## src/rtl/vmblk_pkg.sv

```systemverilog
// vmblk_pkg: shared types, register offsets and constants for the virtio-mmio
// block device register file. Depends on nothing; every rtl file uses it.

package vmblk_pkg;

    // Sizing of the device
    localparam int unsigned QUEUE_LIMIT     = 256;
    localparam int unsigned SECTOR_BYTES    = 512;
    localparam int unsigned CFG_SPACE_BYTES = 64;

    // Identity words and fixed values
    localparam logic [31:0] MAGIC_WORD   = 32'h7472_6976;
    localparam logic [31:0] VERSION_WORD = 32'd2;
    localparam logic [31:0] BLOCK_ID     = 32'd2;
    localparam logic [31:0] VENDOR_WORD  = 32'h4156_4d31;
    // VERSION_1 (bit 32) and BLK_SIZE (bit 6)
    localparam logic [63:0] FEAT_ALL     = 64'h0000_0001_0000_0040;
    localparam logic [3:0]  WORD_BYTES   = 4'd4;

    typedef logic [8:0] offset_t;

    // Device config window
    localparam offset_t     CFG_BASE   = 9'h100;
    localparam int unsigned BLKSIZE_AT = 20;

    // Register offsets
    localparam offset_t OFF_MAGIC         = 9'h000;
    localparam offset_t OFF_VERSION       = 9'h004;
    localparam offset_t OFF_DEVICE_ID     = 9'h008;
    localparam offset_t OFF_VENDOR_ID     = 9'h00c;
    localparam offset_t OFF_DEV_FEAT      = 9'h010;
    localparam offset_t OFF_DEV_FEAT_SEL  = 9'h014;
    localparam offset_t OFF_DRV_FEAT      = 9'h020;
    localparam offset_t OFF_DRV_FEAT_SEL  = 9'h024;
    localparam offset_t OFF_QUEUE_SEL     = 9'h030;
    localparam offset_t OFF_QUEUE_NUM_MAX = 9'h034;
    localparam offset_t OFF_QUEUE_NUM     = 9'h038;
    localparam offset_t OFF_QUEUE_READY   = 9'h044;
    localparam offset_t OFF_QUEUE_NOTIFY  = 9'h050;
    localparam offset_t OFF_IRQ_STATUS    = 9'h060;
    localparam offset_t OFF_IRQ_ACK       = 9'h064;
    localparam offset_t OFF_STATUS        = 9'h070;
    localparam offset_t OFF_DESC_LO       = 9'h080;
    localparam offset_t OFF_DESC_HI       = 9'h084;
    localparam offset_t OFF_AVAIL_LO      = 9'h090;
    localparam offset_t OFF_AVAIL_HI      = 9'h094;
    localparam offset_t OFF_USED_LO       = 9'h0a0;
    localparam offset_t OFF_USED_HI       = 9'h0a4;
    localparam offset_t OFF_CONFIG_GEN    = 9'h0fc;

    // Transaction commands
    typedef enum logic [1:0] {
        CMD_READ  = 2'd0,
        CMD_WRITE = 2'd1,
        CMD_EVENT = 2'd2
    } cmd_e;

    // Configuration register indexes
    typedef logic [1:0] cfg_index_t;
    localparam cfg_index_t CFG_CAPACITY   = 2'd0;
    localparam cfg_index_t CFG_GENERATION = 2'd1;
    localparam cfg_index_t CFG_PRESENT    = 2'd2;

    typedef struct packed {
        logic [1:0]  cmd;
        logic [8:0]  addr_offset;
        logic [3:0]  access_size;
        logic [31:0] write_data;
    } req_t;

    typedef struct packed {
        logic [63:0] read_data;
        logic        irq_pending;
        logic        notify_valid;
        logic [31:0] notify_queue;
    } rsp_t;

    // Configuration write between top level and core
    typedef struct packed {
        logic       en;
        cfg_index_t index;
        logic [63:0] data;
    } cfg_wr_t;

endpackage

```

## src/rtl/virtio_mmio_block_register_file.sv

```systemverilog
// virtio_mmio_block_register_file: top level with input and result registers
// around the register core. Depends on vmblk_pkg and vmblk_core.
//
//   channel | handshake            | payload
//   --------+----------------------+---------------------------------
//   in      | in_valid / in_stall  | in_data  (vmblk_pkg::req_t)
//   out     | out_valid / out_stall| out_data (vmblk_pkg::rsp_t)
//   cfg     | cfg_valid / cfg_ready| cfg_index, cfg_data
//
// One transaction per cycle sustained while out_stall is low; a transaction
// accepted into the input register is decoded from there and moves into the
// result register when that register has room, where its result is offered.
// rst_n clears all device state and configuration registers asynchronously.
// A stalled result holds its register; the input register keeps accepting
// until it too is full. cfg_ready is always high.

module virtio_mmio_block_register_file
(
    input  logic                    clk,
    input  logic                    rst_n,
    input  logic                    in_valid,
    output logic                    in_stall,
    input  vmblk_pkg::req_t         in_data,
    output logic                    out_valid,
    input  logic                    out_stall,
    output vmblk_pkg::rsp_t         out_data,
    input  logic                    cfg_valid,
    output logic                    cfg_ready,
    input  vmblk_pkg::cfg_index_t   cfg_index,
    input  logic [63:0]             cfg_data
);

    vmblk_pkg::req_t    req_reg;
    logic               req_valid_reg;
    vmblk_pkg::rsp_t    rsp_reg;
    logic               rsp_valid_reg;
    vmblk_pkg::rsp_t    rsp;
    vmblk_pkg::cfg_wr_t cfg_wr;
    logic               advance;

    // Move the held transaction into the result register when it has room
    assign advance  = req_valid_reg && (!rsp_valid_reg || !out_stall);
    assign in_stall = req_valid_reg && !advance;

    assign cfg_ready    = 1'b1;
    assign cfg_wr.en    = cfg_valid && cfg_ready;
    assign cfg_wr.index = cfg_index;
    assign cfg_wr.data  = cfg_data;

    vmblk_core u_core
    (
        .clk    (clk),
        .rst_n  (rst_n),
        .fire   (advance),
        .req    (req_reg),
        .cfg_wr (cfg_wr),
        .rsp    (rsp)
    );

    // Input register
    always_ff @(posedge clk or negedge rst_n)
    begin
        if (!rst_n)
            req_valid_reg <= 1'b0;
        else if (in_valid && !in_stall)
            req_valid_reg <= 1'b1;
        else if (advance)
            req_valid_reg <= 1'b0;
    end

    always_ff @(posedge clk)
    begin
        if (in_valid && !in_stall)
            req_reg <= in_data;
    end

    // Result register
    always_ff @(posedge clk or negedge rst_n)
    begin
        if (!rst_n)
            rsp_valid_reg <= 1'b0;
        else if (advance)
            rsp_valid_reg <= 1'b1;
        else if (!out_stall)
            rsp_valid_reg <= 1'b0;
    end

    always_ff @(posedge clk)
    begin
        if (advance)
            rsp_reg <= rsp;
    end

    assign out_valid = rsp_valid_reg;
    assign out_data  = rsp_reg;

endmodule

```

## src/rtl/vmblk_cfg_rd.sv

```systemverilog
// vmblk_cfg_rd: device config window decode and little-endian byte read
// (capacity at byte 0, block size at byte 20). Depends on vmblk_pkg.

module vmblk_cfg_rd
(
    input  logic [8:0]  addr_offset,
    input  logic [3:0]  access_size,
    input  logic [63:0] capacity,
    input  logic        present,
    output logic        in_window,
    output logic [63:0] data
);

    // One byte of the config image at window index idx
    function automatic logic [7:0] cfg_byte(input logic [9:0] idx, input logic [63:0] cap);
        logic [31:0] sb;
        logic [9:0]  d;
        sb = 32'(vmblk_pkg::SECTOR_BYTES);
        d  = idx - 10'(vmblk_pkg::BLKSIZE_AT);
        if (idx < 10'd8)
            return cap[8*idx[2:0] +: 8];
        else if (idx >= 10'(vmblk_pkg::BLKSIZE_AT) && idx < 10'(vmblk_pkg::BLKSIZE_AT + 4))
            return sb[8*d[1:0] +: 8];
        return 8'd0;
    endfunction

    logic [9:0]  off_ext;
    logic [9:0]  rel;
    logic [9:0]  last;
    logic        size_ok;
    logic [63:0] bytes;

    assign off_ext   = {1'b0, addr_offset};
    assign in_window = (off_ext >= 10'(vmblk_pkg::CFG_BASE))
                    && (off_ext < 10'(vmblk_pkg::CFG_BASE + vmblk_pkg::CFG_SPACE_BYTES));
    assign rel       = off_ext - 10'(vmblk_pkg::CFG_BASE);
    assign last      = rel + {6'd0, access_size};

    // Access must be 1..8 bytes, stay inside the window and find the device present
    assign size_ok = present && (access_size != 4'd0) && (access_size <= 4'd8)
                  && (last <= 10'(vmblk_pkg::CFG_SPACE_BYTES));

    // Byte lanes, each independent
    for (genvar k = 0; k < 8; k++) begin : g_lane
        assign bytes[8*k +: 8] = (4'(k) < access_size) ? cfg_byte(rel + 10'(k), capacity)
                                                       : 8'd0;
    end

    assign data = size_ok ? bytes : 64'd0;

endmodule

```

## src/rtl/vmblk_core.sv

```systemverilog
// vmblk_core: device state, register decode and the registered update for one
// transaction. Depends on vmblk_pkg and vmblk_cfg_rd.

module vmblk_core
(
    input  logic               clk,
    input  logic               rst_n,
    input  logic               fire,
    input  vmblk_pkg::req_t    req,
    input  vmblk_pkg::cfg_wr_t cfg_wr,
    output vmblk_pkg::rsp_t    rsp
);

    // Configuration registers
    logic [63:0] capacity_reg;
    logic [31:0] generation_reg;
    logic        present_reg;

    // Device state
    logic [31:0] dev_feat_sel_reg, dev_feat_sel_next;
    logic [31:0] drv_feat_sel_reg, drv_feat_sel_next;
    logic [63:0] drv_features_reg, drv_features_next;
    logic [31:0] queue_sel_reg,    queue_sel_next;
    logic [15:0] queue_size_reg,   queue_size_next;
    logic        queue_ready_reg,  queue_ready_next;
    logic [63:0] desc_base_reg,    desc_base_next;
    logic [63:0] avail_base_reg,   avail_base_next;
    logic [63:0] used_base_reg,    used_base_next;
    logic [31:0] irq_status_reg,   irq_status_next;
    logic [31:0] status_reg,       status_next;

    logic        in_window;
    logic [63:0] cfg_data;
    logic        is_word;
    logic        q0;
    logic [63:0] feats;
    logic [31:0] reg_word;
    logic [31:0] v;
    logic        do_write;
    logic        nfy_valid;
    logic [31:0] nfy_queue;

    vmblk_cfg_rd u_cfg_rd
    (
        .addr_offset (req.addr_offset),
        .access_size (req.access_size),
        .capacity    (capacity_reg),
        .present     (present_reg),
        .in_window   (in_window),
        .data        (cfg_data)
    );

    assign is_word  = req.access_size == vmblk_pkg::WORD_BYTES;
    assign q0       = queue_sel_reg == 32'd0;
    assign feats    = present_reg ? vmblk_pkg::FEAT_ALL : 64'd0;
    assign v        = req.write_data;
    assign do_write = fire && (req.cmd == vmblk_pkg::CMD_WRITE) && !in_window && is_word;

    // Register read decode
    always_comb
    begin
        reg_word = 32'd0;
        unique case (req.addr_offset)
            vmblk_pkg::OFF_MAGIC:      reg_word = vmblk_pkg::MAGIC_WORD;
            vmblk_pkg::OFF_VERSION:    reg_word = vmblk_pkg::VERSION_WORD;
            vmblk_pkg::OFF_DEVICE_ID:  reg_word = present_reg ? vmblk_pkg::BLOCK_ID : 32'd0;
            vmblk_pkg::OFF_VENDOR_ID:  reg_word = vmblk_pkg::VENDOR_WORD;
            vmblk_pkg::OFF_DEV_FEAT:
            begin
                if (dev_feat_sel_reg == 32'd0)
                    reg_word = feats[31:0];
                else if (dev_feat_sel_reg == 32'd1)
                    reg_word = feats[63:32];
            end
            vmblk_pkg::OFF_QUEUE_NUM_MAX:
                reg_word = (present_reg && q0) ? 32'(vmblk_pkg::QUEUE_LIMIT) : 32'd0;
            vmblk_pkg::OFF_IRQ_STATUS: reg_word = irq_status_reg;
            vmblk_pkg::OFF_STATUS:     reg_word = status_reg;
            vmblk_pkg::OFF_CONFIG_GEN: reg_word = generation_reg;
            vmblk_pkg::OFF_QUEUE_SEL:  reg_word = queue_sel_reg;
            vmblk_pkg::OFF_QUEUE_NUM:  reg_word = q0 ? {16'd0, queue_size_reg} : 32'd0;
            vmblk_pkg::OFF_QUEUE_READY: reg_word = q0 ? {31'd0, queue_ready_reg} : 32'd0;
            vmblk_pkg::OFF_DESC_LO:    reg_word = q0 ? desc_base_reg[31:0] : 32'd0;
            vmblk_pkg::OFF_DESC_HI:    reg_word = q0 ? desc_base_reg[63:32] : 32'd0;
            vmblk_pkg::OFF_AVAIL_LO:   reg_word = q0 ? avail_base_reg[31:0] : 32'd0;
            vmblk_pkg::OFF_AVAIL_HI:   reg_word = q0 ? avail_base_reg[63:32] : 32'd0;
            vmblk_pkg::OFF_USED_LO:    reg_word = q0 ? used_base_reg[31:0] : 32'd0;
            vmblk_pkg::OFF_USED_HI:    reg_word = q0 ? used_base_reg[63:32] : 32'd0;
            default:                   reg_word = 32'd0;
        endcase
    end

    // Next state for writes and completion events
    always_comb
    begin
        dev_feat_sel_next = dev_feat_sel_reg;
        drv_feat_sel_next = drv_feat_sel_reg;
        drv_features_next = drv_features_reg;
        queue_sel_next    = queue_sel_reg;
        queue_size_next   = queue_size_reg;
        queue_ready_next  = queue_ready_reg;
        desc_base_next    = desc_base_reg;
        avail_base_next   = avail_base_reg;
        used_base_next    = used_base_reg;
        irq_status_next   = irq_status_reg;
        status_next       = status_reg;
        nfy_valid         = 1'b0;
        nfy_queue         = 32'd0;

        if (do_write)
        begin
            unique case (req.addr_offset)
                vmblk_pkg::OFF_DEV_FEAT_SEL: dev_feat_sel_next = v;
                vmblk_pkg::OFF_DRV_FEAT_SEL: drv_feat_sel_next = v;
                vmblk_pkg::OFF_DRV_FEAT:
                begin
                    if (drv_feat_sel_reg != 32'd0)
                        drv_features_next[63:32] = v;
                    else
                        drv_features_next[31:0] = v;
                end
                vmblk_pkg::OFF_IRQ_ACK:      irq_status_next = irq_status_reg & ~v;
                vmblk_pkg::OFF_STATUS:
                begin
                    // writing zero resets the whole device state
                    if (v == 32'd0)
                    begin
                        dev_feat_sel_next = 32'd0;
                        drv_feat_sel_next = 32'd0;
                        drv_features_next = 64'd0;
                        queue_sel_next    = 32'd0;
                        queue_size_next   = 16'd0;
                        queue_ready_next  = 1'b0;
                        desc_base_next    = 64'd0;
                        avail_base_next   = 64'd0;
                        used_base_next    = 64'd0;
                        irq_status_next   = 32'd0;
                        status_next       = 32'd0;
                    end
                    else
                        status_next = v;
                end
                vmblk_pkg::OFF_QUEUE_SEL:    queue_sel_next = v;
                vmblk_pkg::OFF_QUEUE_NOTIFY:
                begin
                    nfy_valid = 1'b1;
                    nfy_queue = v;
                end
                default:
                begin
                    // queue setup only applies to queue 0
                    if (q0)
                    begin
                        unique case (req.addr_offset)
                            vmblk_pkg::OFF_QUEUE_NUM:
                                queue_size_next = (v > 32'(vmblk_pkg::QUEUE_LIMIT))
                                                ? 16'(vmblk_pkg::QUEUE_LIMIT) : v[15:0];
                            vmblk_pkg::OFF_QUEUE_READY: queue_ready_next = v != 32'd0;
                            vmblk_pkg::OFF_DESC_LO:     desc_base_next[31:0]   = v;
                            vmblk_pkg::OFF_DESC_HI:     desc_base_next[63:32]  = v;
                            vmblk_pkg::OFF_AVAIL_LO:    avail_base_next[31:0]  = v;
                            vmblk_pkg::OFF_AVAIL_HI:    avail_base_next[63:32] = v;
                            vmblk_pkg::OFF_USED_LO:     used_base_next[31:0]   = v;
                            vmblk_pkg::OFF_USED_HI:     used_base_next[63:32]  = v;
                            default:                    ;
                        endcase
                    end
                end
            endcase
        end
        else if (fire && (req.cmd == vmblk_pkg::CMD_EVENT))
            irq_status_next = irq_status_reg | 32'd1;
    end

    // Result of the transaction
    always_comb
    begin
        rsp.read_data = 64'd0;
        if (req.cmd == vmblk_pkg::CMD_READ)
        begin
            if (in_window)
                rsp.read_data = cfg_data;
            else if (is_word)
                rsp.read_data = {32'd0, reg_word};
        end
        rsp.irq_pending  = irq_status_next != 32'd0;
        rsp.notify_valid = nfy_valid;
        rsp.notify_queue = nfy_queue;
    end

    // Configuration registers
    always_ff @(posedge clk or negedge rst_n)
    begin
        if (!rst_n)
        begin
            capacity_reg   <= 64'd0;
            generation_reg <= 32'd0;
            present_reg    <= 1'b0;
        end
        else if (cfg_wr.en)
        begin
            unique case (cfg_wr.index)
                vmblk_pkg::CFG_CAPACITY:   capacity_reg   <= cfg_wr.data;
                vmblk_pkg::CFG_GENERATION: generation_reg <= cfg_wr.data[31:0];
                vmblk_pkg::CFG_PRESENT:    present_reg    <= cfg_wr.data[0];
                default:                   ;
            endcase
        end
    end

    // Device state registers
    always_ff @(posedge clk or negedge rst_n)
    begin
        if (!rst_n)
        begin
            dev_feat_sel_reg <= 32'd0;
            drv_feat_sel_reg <= 32'd0;
            drv_features_reg <= 64'd0;
            queue_sel_reg    <= 32'd0;
            queue_size_reg   <= 16'd0;
            queue_ready_reg  <= 1'b0;
            desc_base_reg    <= 64'd0;
            avail_base_reg   <= 64'd0;
            used_base_reg    <= 64'd0;
            irq_status_reg   <= 32'd0;
            status_reg       <= 32'd0;
        end
        else if (fire)
        begin
            dev_feat_sel_reg <= dev_feat_sel_next;
            drv_feat_sel_reg <= drv_feat_sel_next;
            drv_features_reg <= drv_features_next;
            queue_sel_reg    <= queue_sel_next;
            queue_size_reg   <= queue_size_next;
            queue_ready_reg  <= queue_ready_next;
            desc_base_reg    <= desc_base_next;
            avail_base_reg   <= avail_base_next;
            used_base_reg    <= used_base_next;
            irq_status_reg   <= irq_status_next;
            status_reg       <= status_next;
        end
    end

endmodule
```

## config.mk

```make
export PLATFORM = sky130hd
export DESIGN_NAME = virtio_mmio_block_register_file
export DESIGN_NICKNAME = d
export VERILOG_FILES = /design/src/rtl/vmblk_pkg.sv /design/src/rtl/virtio_mmio_block_register_file.sv /design/src/rtl/vmblk_cfg_rd.sv /design/src/rtl/vmblk_core.sv
export SDC_FILE = /design/constraint.sdc
export NUM_CORES = 1
export LEC_CHECK = 0
export BUFFER_PORTS_ARGS = -buffer_cell sky130_fd_sc_hd__buf_2
export CAP_MARGIN = 20
export CORE_MARGIN = 3
export CORE_UTILIZATION = 65
export CTS_CLUSTER_DIAMETER = 50
export CTS_CLUSTER_SIZE = 28
export DETAILED_ROUTE_END_ITERATION = 8
export PLACE_DENSITY = 0.88
export SYNTH_ARGS = -nofsm -noshare
export SYNTH_HDL_FRONTEND = slang
export SYNTH_SLANG_ARGS = --single-unit
export TNS_END_PERCENT = 50
```

## constraint.sdc

```tcl
create_clock -name clk -period 17.7 [get_ports clk]
set_input_delay 2.655 -clock clk [delete_from_list [all_inputs] [get_ports clk]]
set_output_delay 2.655 -clock clk [all_outputs]
set_load 0.02 [all_outputs]
```

==> impl_metrics.tcl, run 1 <==
set metrics [dict create \
    worstPathArrival_ps 6550 \
    critPathCaptureType "flip-flop" \
    critical_path_class "primary input to flip-flop" \
    seqPwrFrac_pct 51.4 \
    root_buffer "clkbuf_16" \
    final_cell_mix "436 x dfrtp_1, 235 x mux2_2, 216 x buf_2" \
    rsz0062_at_grt "false" \
    ys_seq_area_share_pct 54.28 \
    gp_congestion 0.9725 \
    grt_max_degree 159 \
    row_count 75 \
    synth_warnings 0 \
    routed-via-count 20690 \
    power_frac_clock_pct 36.7 \
    drive_above_1_share_pct 33.58 \
    power.share.combinational_pct 11.8 \
    hpwl_um 57170 \
    crit_path_start "out_stall" \
    ys.flop_type "dfrtp_1" \
    clk_latency_ps 630 \
    clk_pin_slew_ps 90 \
    status "finished clean" \
    synthArstFlopShare_pct 75.04 \
    drt-wirelength-per-cell_um 29.36 \
    ant_nets 0 \
    post_cts_buffers 0 \
    synthCells 2139 \
    min_to "out_valid$_DFFE_PN0P_" \
    initial_core_util_pct 66.44 \
    timing.slew.headroom_pct 21.13 \
    fp.coreArea_sq_mm 0.04232 \
    cts_hold_buf 0 \
    fin_crit_ps 6042 \
    drc_errors 0 \
    critPathMaxFanout 34 \
    max_freq_mhz 165.5 \
    vias_per_cell 7.133 \
    ys_types 85 \
    die-height_um 214.0 \
    area_growth_pct 10.90 \
    cts_sinks 581 \
    cp_data_required_time_ps 18210 \
    fin_tns_setup_ps 0 \
    dieArea_sq_mm 0.04579 \
    leakagePower_nw 13.63 \
    antenna_found_initial 8 \
    sw_frac_of_total_pct 27.94 \
    finalHoldViolCount 0 \
    switchingPower_w 0.0008269 \
    die_x_um 214.0 \
    reg2reg_to "u_core.used_base_reg[21]$_DFFE_PN0P_" \
    cts_tree "yes" \
    drt_first_pass_iters 7 \
    finalCritPeriodShare_pct 34.13 \
    synth-seq-cells 581 \
    track_usage_pct 36.65 \
    drtIter0Drc 3237 \
    synth_nets 2277 \
    final_common_cell "dfrtp_1" \
    pin_count 219 \
    p_int_w 0.002132 \
    fin_nets 2422 \
    slew_violations 0 \
    netlist_area_sq_mm 0.02812 \
    io_buffers 217 \
    synth.avg_cell_area_sq_um 13.15 \
    tightest_slew_ps 1180 \
    synth_edf_count 145 \
    cts_buffer_depth 3 \
    fin_skew_ps 48.72 \
    vdd_drop_max_mv 0.08782 \
    regToRegSetupSlack_ps 12570 \
    setup_slack_ps 11660 \
    totalWireLength_um 85160 \
    reg2reg_depth 7 \
    min_path_cells 1 \
    overflow 0 \
    cts_resized 0 \
    r2r-start "req_reg[42]$_DFFE_PP_" \
    worstHoldPathType "flip-flop to flip-flop" \
    hp-start "req_valid_reg$_DFFE_PN0P_" \
    maxCapViolCount 0 \
    numCtsBuffers 42 \
    largest_reg_flops 98 \
    first_global_vias 20420 \
    start_kind "primary input" \
    powerDensity_mw_per_mm2 94.90 \
    setup_viol 0 \
    dp_slack_ps 11230 \
    grt_pass1_wl_um 128300 \
    cts.htree.levels 2 \
]
critical path: stages:
cell and delay [ps]:
buf_2 130, a21boi_4 210, nand4_2 760, a21oi_1 620
o2111ai_4 540, nor2_4 780, buf_4 440, mux2_2 370
area by class of cell:
type                            instances  area [sq um]
Antenna cell                            7         17.52
Clock inverter                         28         422.9
Sequential cell                       581         15260
Timing Repair Buffer                  262          1466
Clock buffer                           49          1140
Tap cell                              577         721.9
Multi-Input combinational cell       1386         12110
Fill cell                            2586         11140
Inverter                               11         41.29
cells by family after synthesis:
logic type,synth area share [%]
AND/OR/NAND/NOR,8.530
multiplexers,21.72
AO/OA/AOI/OAI,11.05
flip-flops,54.28
buffers and inverters,3.021
adder cells (fa/ha/maj),0.9166
other,0.01334
XOR/XNOR,0.4672
metrics by stage:
stage                     cell area (sq um)  hold WS (ps)  power, W  util (%)  cells
after floorplan                       28120         443.6  0.001732         -   2139
after global placement                29550         461.8  0.001864     69.83   2813
after detailed placement              29550         467.8  0.001882     69.83   2813
after CTS                             31120         484.2  0.002949     73.52   2890
after global routing                  31170         509.3  0.003042     73.65   2896
final                                 31180         494.1  0.002959     73.68   2901
cells in the mapped netlist (all sizes together) (6+ instances only):
| cell type | number | area, sq um |
|---|---|---|
| nor4 | 27 | 183.9 |
| dfrtp | 436 | 10910 |
| nor2b | 20 | 125.1 |
| a22o | 32 | 280.3 |
| nand2b | 10 | 62.56 |
| nand2 | 136 | 510.5 |
| xnor2 | 10 | 87.58 |
| a22oi | 107 | 803.3 |
| inv | 11 | 41.29 |
| mux4 | 64 | 1441 |
| edfxtp | 145 | 4354 |
| or3 | 6 | 37.54 |
| ha | 19 | 237.7 |
| a222oi | 23 | 230.2 |
| and4 | 6 | 52.55 |
| and2 | 70 | 437.9 |
| nand3 | 54 | 270.3 |
| a21oi | 49 | 245.2 |
| mux2 | 349 | 4305 |
| o211ai | 6 | 45.04 |
| nand4 | 16 | 106.4 |
| a221oi | 13 | 113.9 |
| buf | 62 | 436.7 |
| clkbuf | 99 | 371.6 |
| o21ai | 113 | 565.5 |
| and3 | 9 | 56.30 |
| nor3 | 17 | 95.09 |
| nor2 | 61 | 269.0 |
| mux2i | 36 | 360.4 |
| a31oi | 38 | 237.7 |
| o41ai | 9 | 86.34 |
| a31o | 8 | 70.07 |
routing by layer:
metal	up-vias	wire length, um	global-route usage [%]
met5	-	70	0
met4	10	5084	16.77
met3	343	10420	10.74
met2	1519	38140	55.32
met1	10410	31450	49.82
li1	8412	-	-
worst max-delay path by stage:
stage | end | cells past startpoint
3_3_place_gp | u_core.used_base_reg[19]$_DFFE_PN0P_ | 8
3_5_place_dp | u_core.used_base_reg[13]$_DFFE_PN0P_ | 8
2_1_floorplan | u_core.avail_base_reg[34]$_DFFE_PN0P_ | 7
5_1_grt | u_core.used_base_reg[19]$_DFFE_PN0P_ | 8
6_report | u_core.used_base_reg[21]$_DFFE_PN0P_ | 8
4_1_cts | u_core.used_base_reg[19]$_DFFE_PN0P_ | 8
power by group through the flow:
stage	registers (W)	logic [W]	clock network, W
after detailed placement	0.00154	0.000340	0
after CTS	0.00152	0.000342	0.00109
after floorplan	0.00153	0.000206	0
after global placement	0.00154	0.000328	0
final	0.00152	0.000351	0.00109
after global routing	0.00153	0.000371	0.00115
Power figures use the tool's default switching activity.
==> inputs of run 2 (changes only) <==
--- a/config.mk
+++ b/config.mk
@@ -8,11 +8,11 @@
 export BUFFER_PORTS_ARGS = -buffer_cell sky130_fd_sc_hd__buf_2
 export CAP_MARGIN = 20
 export CORE_MARGIN = 3
-export CORE_UTILIZATION = 65
+export CORE_UTILIZATION = 61
 export CTS_CLUSTER_DIAMETER = 50
 export CTS_CLUSTER_SIZE = 28
 export DETAILED_ROUTE_END_ITERATION = 8
-export PLACE_DENSITY = 0.88
+export PLACE_DENSITY = 0.84
 export SYNTH_ARGS = -nofsm -noshare
 export SYNTH_HDL_FRONTEND = slang
 export SYNTH_SLANG_ARGS = --single-unit
==> constraint.sdc (replaced) <==
create_clock -name clk -period 6.25 [get_ports clk]
set_input_delay 0.9375 -clock clk [delete_from_list [all_inputs] [get_ports clk]]
set_output_delay 0.9375 -clock clk [all_outputs]
set_load 0.02 [all_outputs]
==> impl_metrics.tcl, run 2 (synthesized netlist as in run 1, its figures left out) <==
set metrics [dict create \
    cts_tree "yes" \
    worstPathArrival_ps 5270 \
    dieArea_sq_mm 0.04871 \
    finalCritPeriodShare_pct 76.65 \
    pin_count 219 \
    grt_max_degree 147 \
    root_buffer "clkbuf_16" \
    antenna_found_initial 1 \
    crit_top_cell "buf_4" \
    critPathTopFamily "simple AND/OR/NAND/NOR gates" \
    cts_sinks 581 \
    finalHoldViolCount 0 \
    path_cells "buf_4, inv_1, ha_1, and3b_1, nand3_1, buf_4, o21ai_0, o2111ai_4, nor2_4, buf_4, mux2_4" \
    fin_tns_setup_ps 0 \
    status "finished clean" \
    tightest_slew_ps 1158 \
    drtIter0Drc 3304 \
    leakagePower_nw 13.67 \
    multi_input_area_sq_mm 0.01210 \
    clk_pin_slew_ps 70 \
    filler_cell_count 3172 \
    area_growth_pct 11.13 \
    crit_buf_inv 4 \
    cts.htree.levels 2 \
    use_met1_pct 47.27 \
    powerDensity_mw_per_mm2 269.1 \
    vdd_drop_max_mv 0.4182 \
    busiest_layer "met2" \
    drc_errors 0 \
    final_cell_mix "436 x dfrtp_1, 235 x mux2_2, 216 x buf_2" \
    first_global_vias 20200 \
    hpwl_um 58490 \
    vias_per_cell 7.032 \
    critPathCaptureType "flip-flop" \
    slew_violations 0 \
    drive_above_1_share_pct 33.73 \
    place_inst 2841 \
    ant_nets 0 \
    io_buffers 217 \
    grt_util_met2_pct 51.66 \
    row_count 78 \
    max_freq_mhz 208.7 \
    timing.slew.headroom_pct 22.51 \
    slowest_delay_ps 1020 \
    totalWireLength_um 85430 \
    routed-via-count 20590 \
    track_usage_pct 34.62 \
    fin_crit_ps 4791 \
    clk_latency_ps 620 \
    setup_viol 0 \
    cp_data_required_time_ps 6730 \
    critPathMaxFanout 45 \
    worst_path_max_delay_cell "nor2_4" \
    numCtsBuffers 45 \
    start_kind "flip-flop" \
    gp_congestion 1.002 \
    cts_resized 0 \
    fin_skew_ps 40.84 \
    largest_reg_flops 98 \
    rsz0062_at_grt "false" \
    drt-wirelength-per-cell_um 29.18 \
    overflow 0 \
    maxCapViolCount 0 \
    initial_core_util_pct 61.83 \
    worstHoldPathType "primary input to async pin" \
    cts_hold_buf 0 \
    grtUsageMet3_pct 10.07 \
    die-height_um 220.7 \
    ff_latch_area_sq_mm 0.01526 \
    grt_pass1_wl_um 125700 \
    cts_buffer_depth 3 \
    fp.coreArea_sq_mm 0.04548 \
    die_x_um 220.7 \
    post_cts_buffers 0 \
    final_common_cell "dfrtp_1" \
    stdcell_count 2928 \
    utilization_pct 68.71 \
    critical_path_class "flip-flop to flip-flop" \
    fin_nets 2427 \
    drt_first_pass_iters 9 \
]
-- run 2: cell types whose count changed in the layout (fill, tap and decap cells not counted), moves of 2 or more --
| cell | previous run | this run |
|---|---|---|
| inv_12 | 5 | 3 |
| clkinv_2 | 2 | 5 |
| clkbuf_16 | 44 | 47 |
| diode_2 | 7 | 4 |
| clkinv_4 | 1 | 3 |
| inv_4 | 0 | 2 |
-- run 2: worst paths after layout --
path	from	end	slack, ps	cells past startpoint
max	req_reg[38]$_DFFE_PP_	u_core.desc_base_reg[3]$_DFFE_PN0P_	1460	11
min	rst_n	u_core.capacity_reg[33]$_DFFE_PN0P_	330	1
max reg2reg	req_reg[38]$_DFFE_PP_	u_core.desc_base_reg[3]$_DFFE_PN0P_	1460	11
min reg2reg	u_core.avail_base_reg[16]$_DFFE_PN0P_	u_core.avail_base_reg[16]$_DFFE_PN0P_	490	1
max in group asynchronous	rst_n	u_core.used_base_reg[21]$_DFFE_PN0P_	4480	2
min in group clk	u_core.avail_base_reg[16]$_DFFE_PN0P_	u_core.avail_base_reg[16]$_DFFE_PN0P_	490	1
-- run 2: per-stage QoR --
| step | area, sq um | power [W] | worst slack, ps | hold slack [ps] |
|---|---|---|---|---|
| 6_report | 31250 | 0.008410 | 1459 | 325.3 |
| 3_5_place_dp | 29640 | 0.005338 | 1564 | 475.6 |
| 5_1_grt | 31240 | 0.008632 | 1218 | 449.1 |
| 3_3_place_gp | 29610 | 0.005306 | 1317 | 463.1 |
| 4_1_cts | 31230 | 0.008391 | 1539 | 419.2 |
| 2_1_floorplan | 28120 | 0.004901 | 578.6 | 442.8 |
-- run 2: metal layers --
layer,share of wire [%],vias up
met2,45,1579
met3,12,293
li1,-,8423
met4,5.4,2
met1,37,10290
met5,0.076,-
-- run 2: area by class of cell --
type	count	area share, %
clock inverters	30	1.197
multi-input cells	1386	38.72
inverters	11	0.1321
diodes	4	0.03203
repair buffers	264	4.781
well taps	600	2.402
flip-flops and latches	581	48.85
clock buffers	52	3.888
-- run 2: where the power goes --
group	total, W	switching, W	internal, W
registers	0.00430	0.000227	0.00408
logic	0.00101	0.000583	0.000424
clock network	0.00310	0.00154	0.00156
total	0.00841	0.00235	0.00606
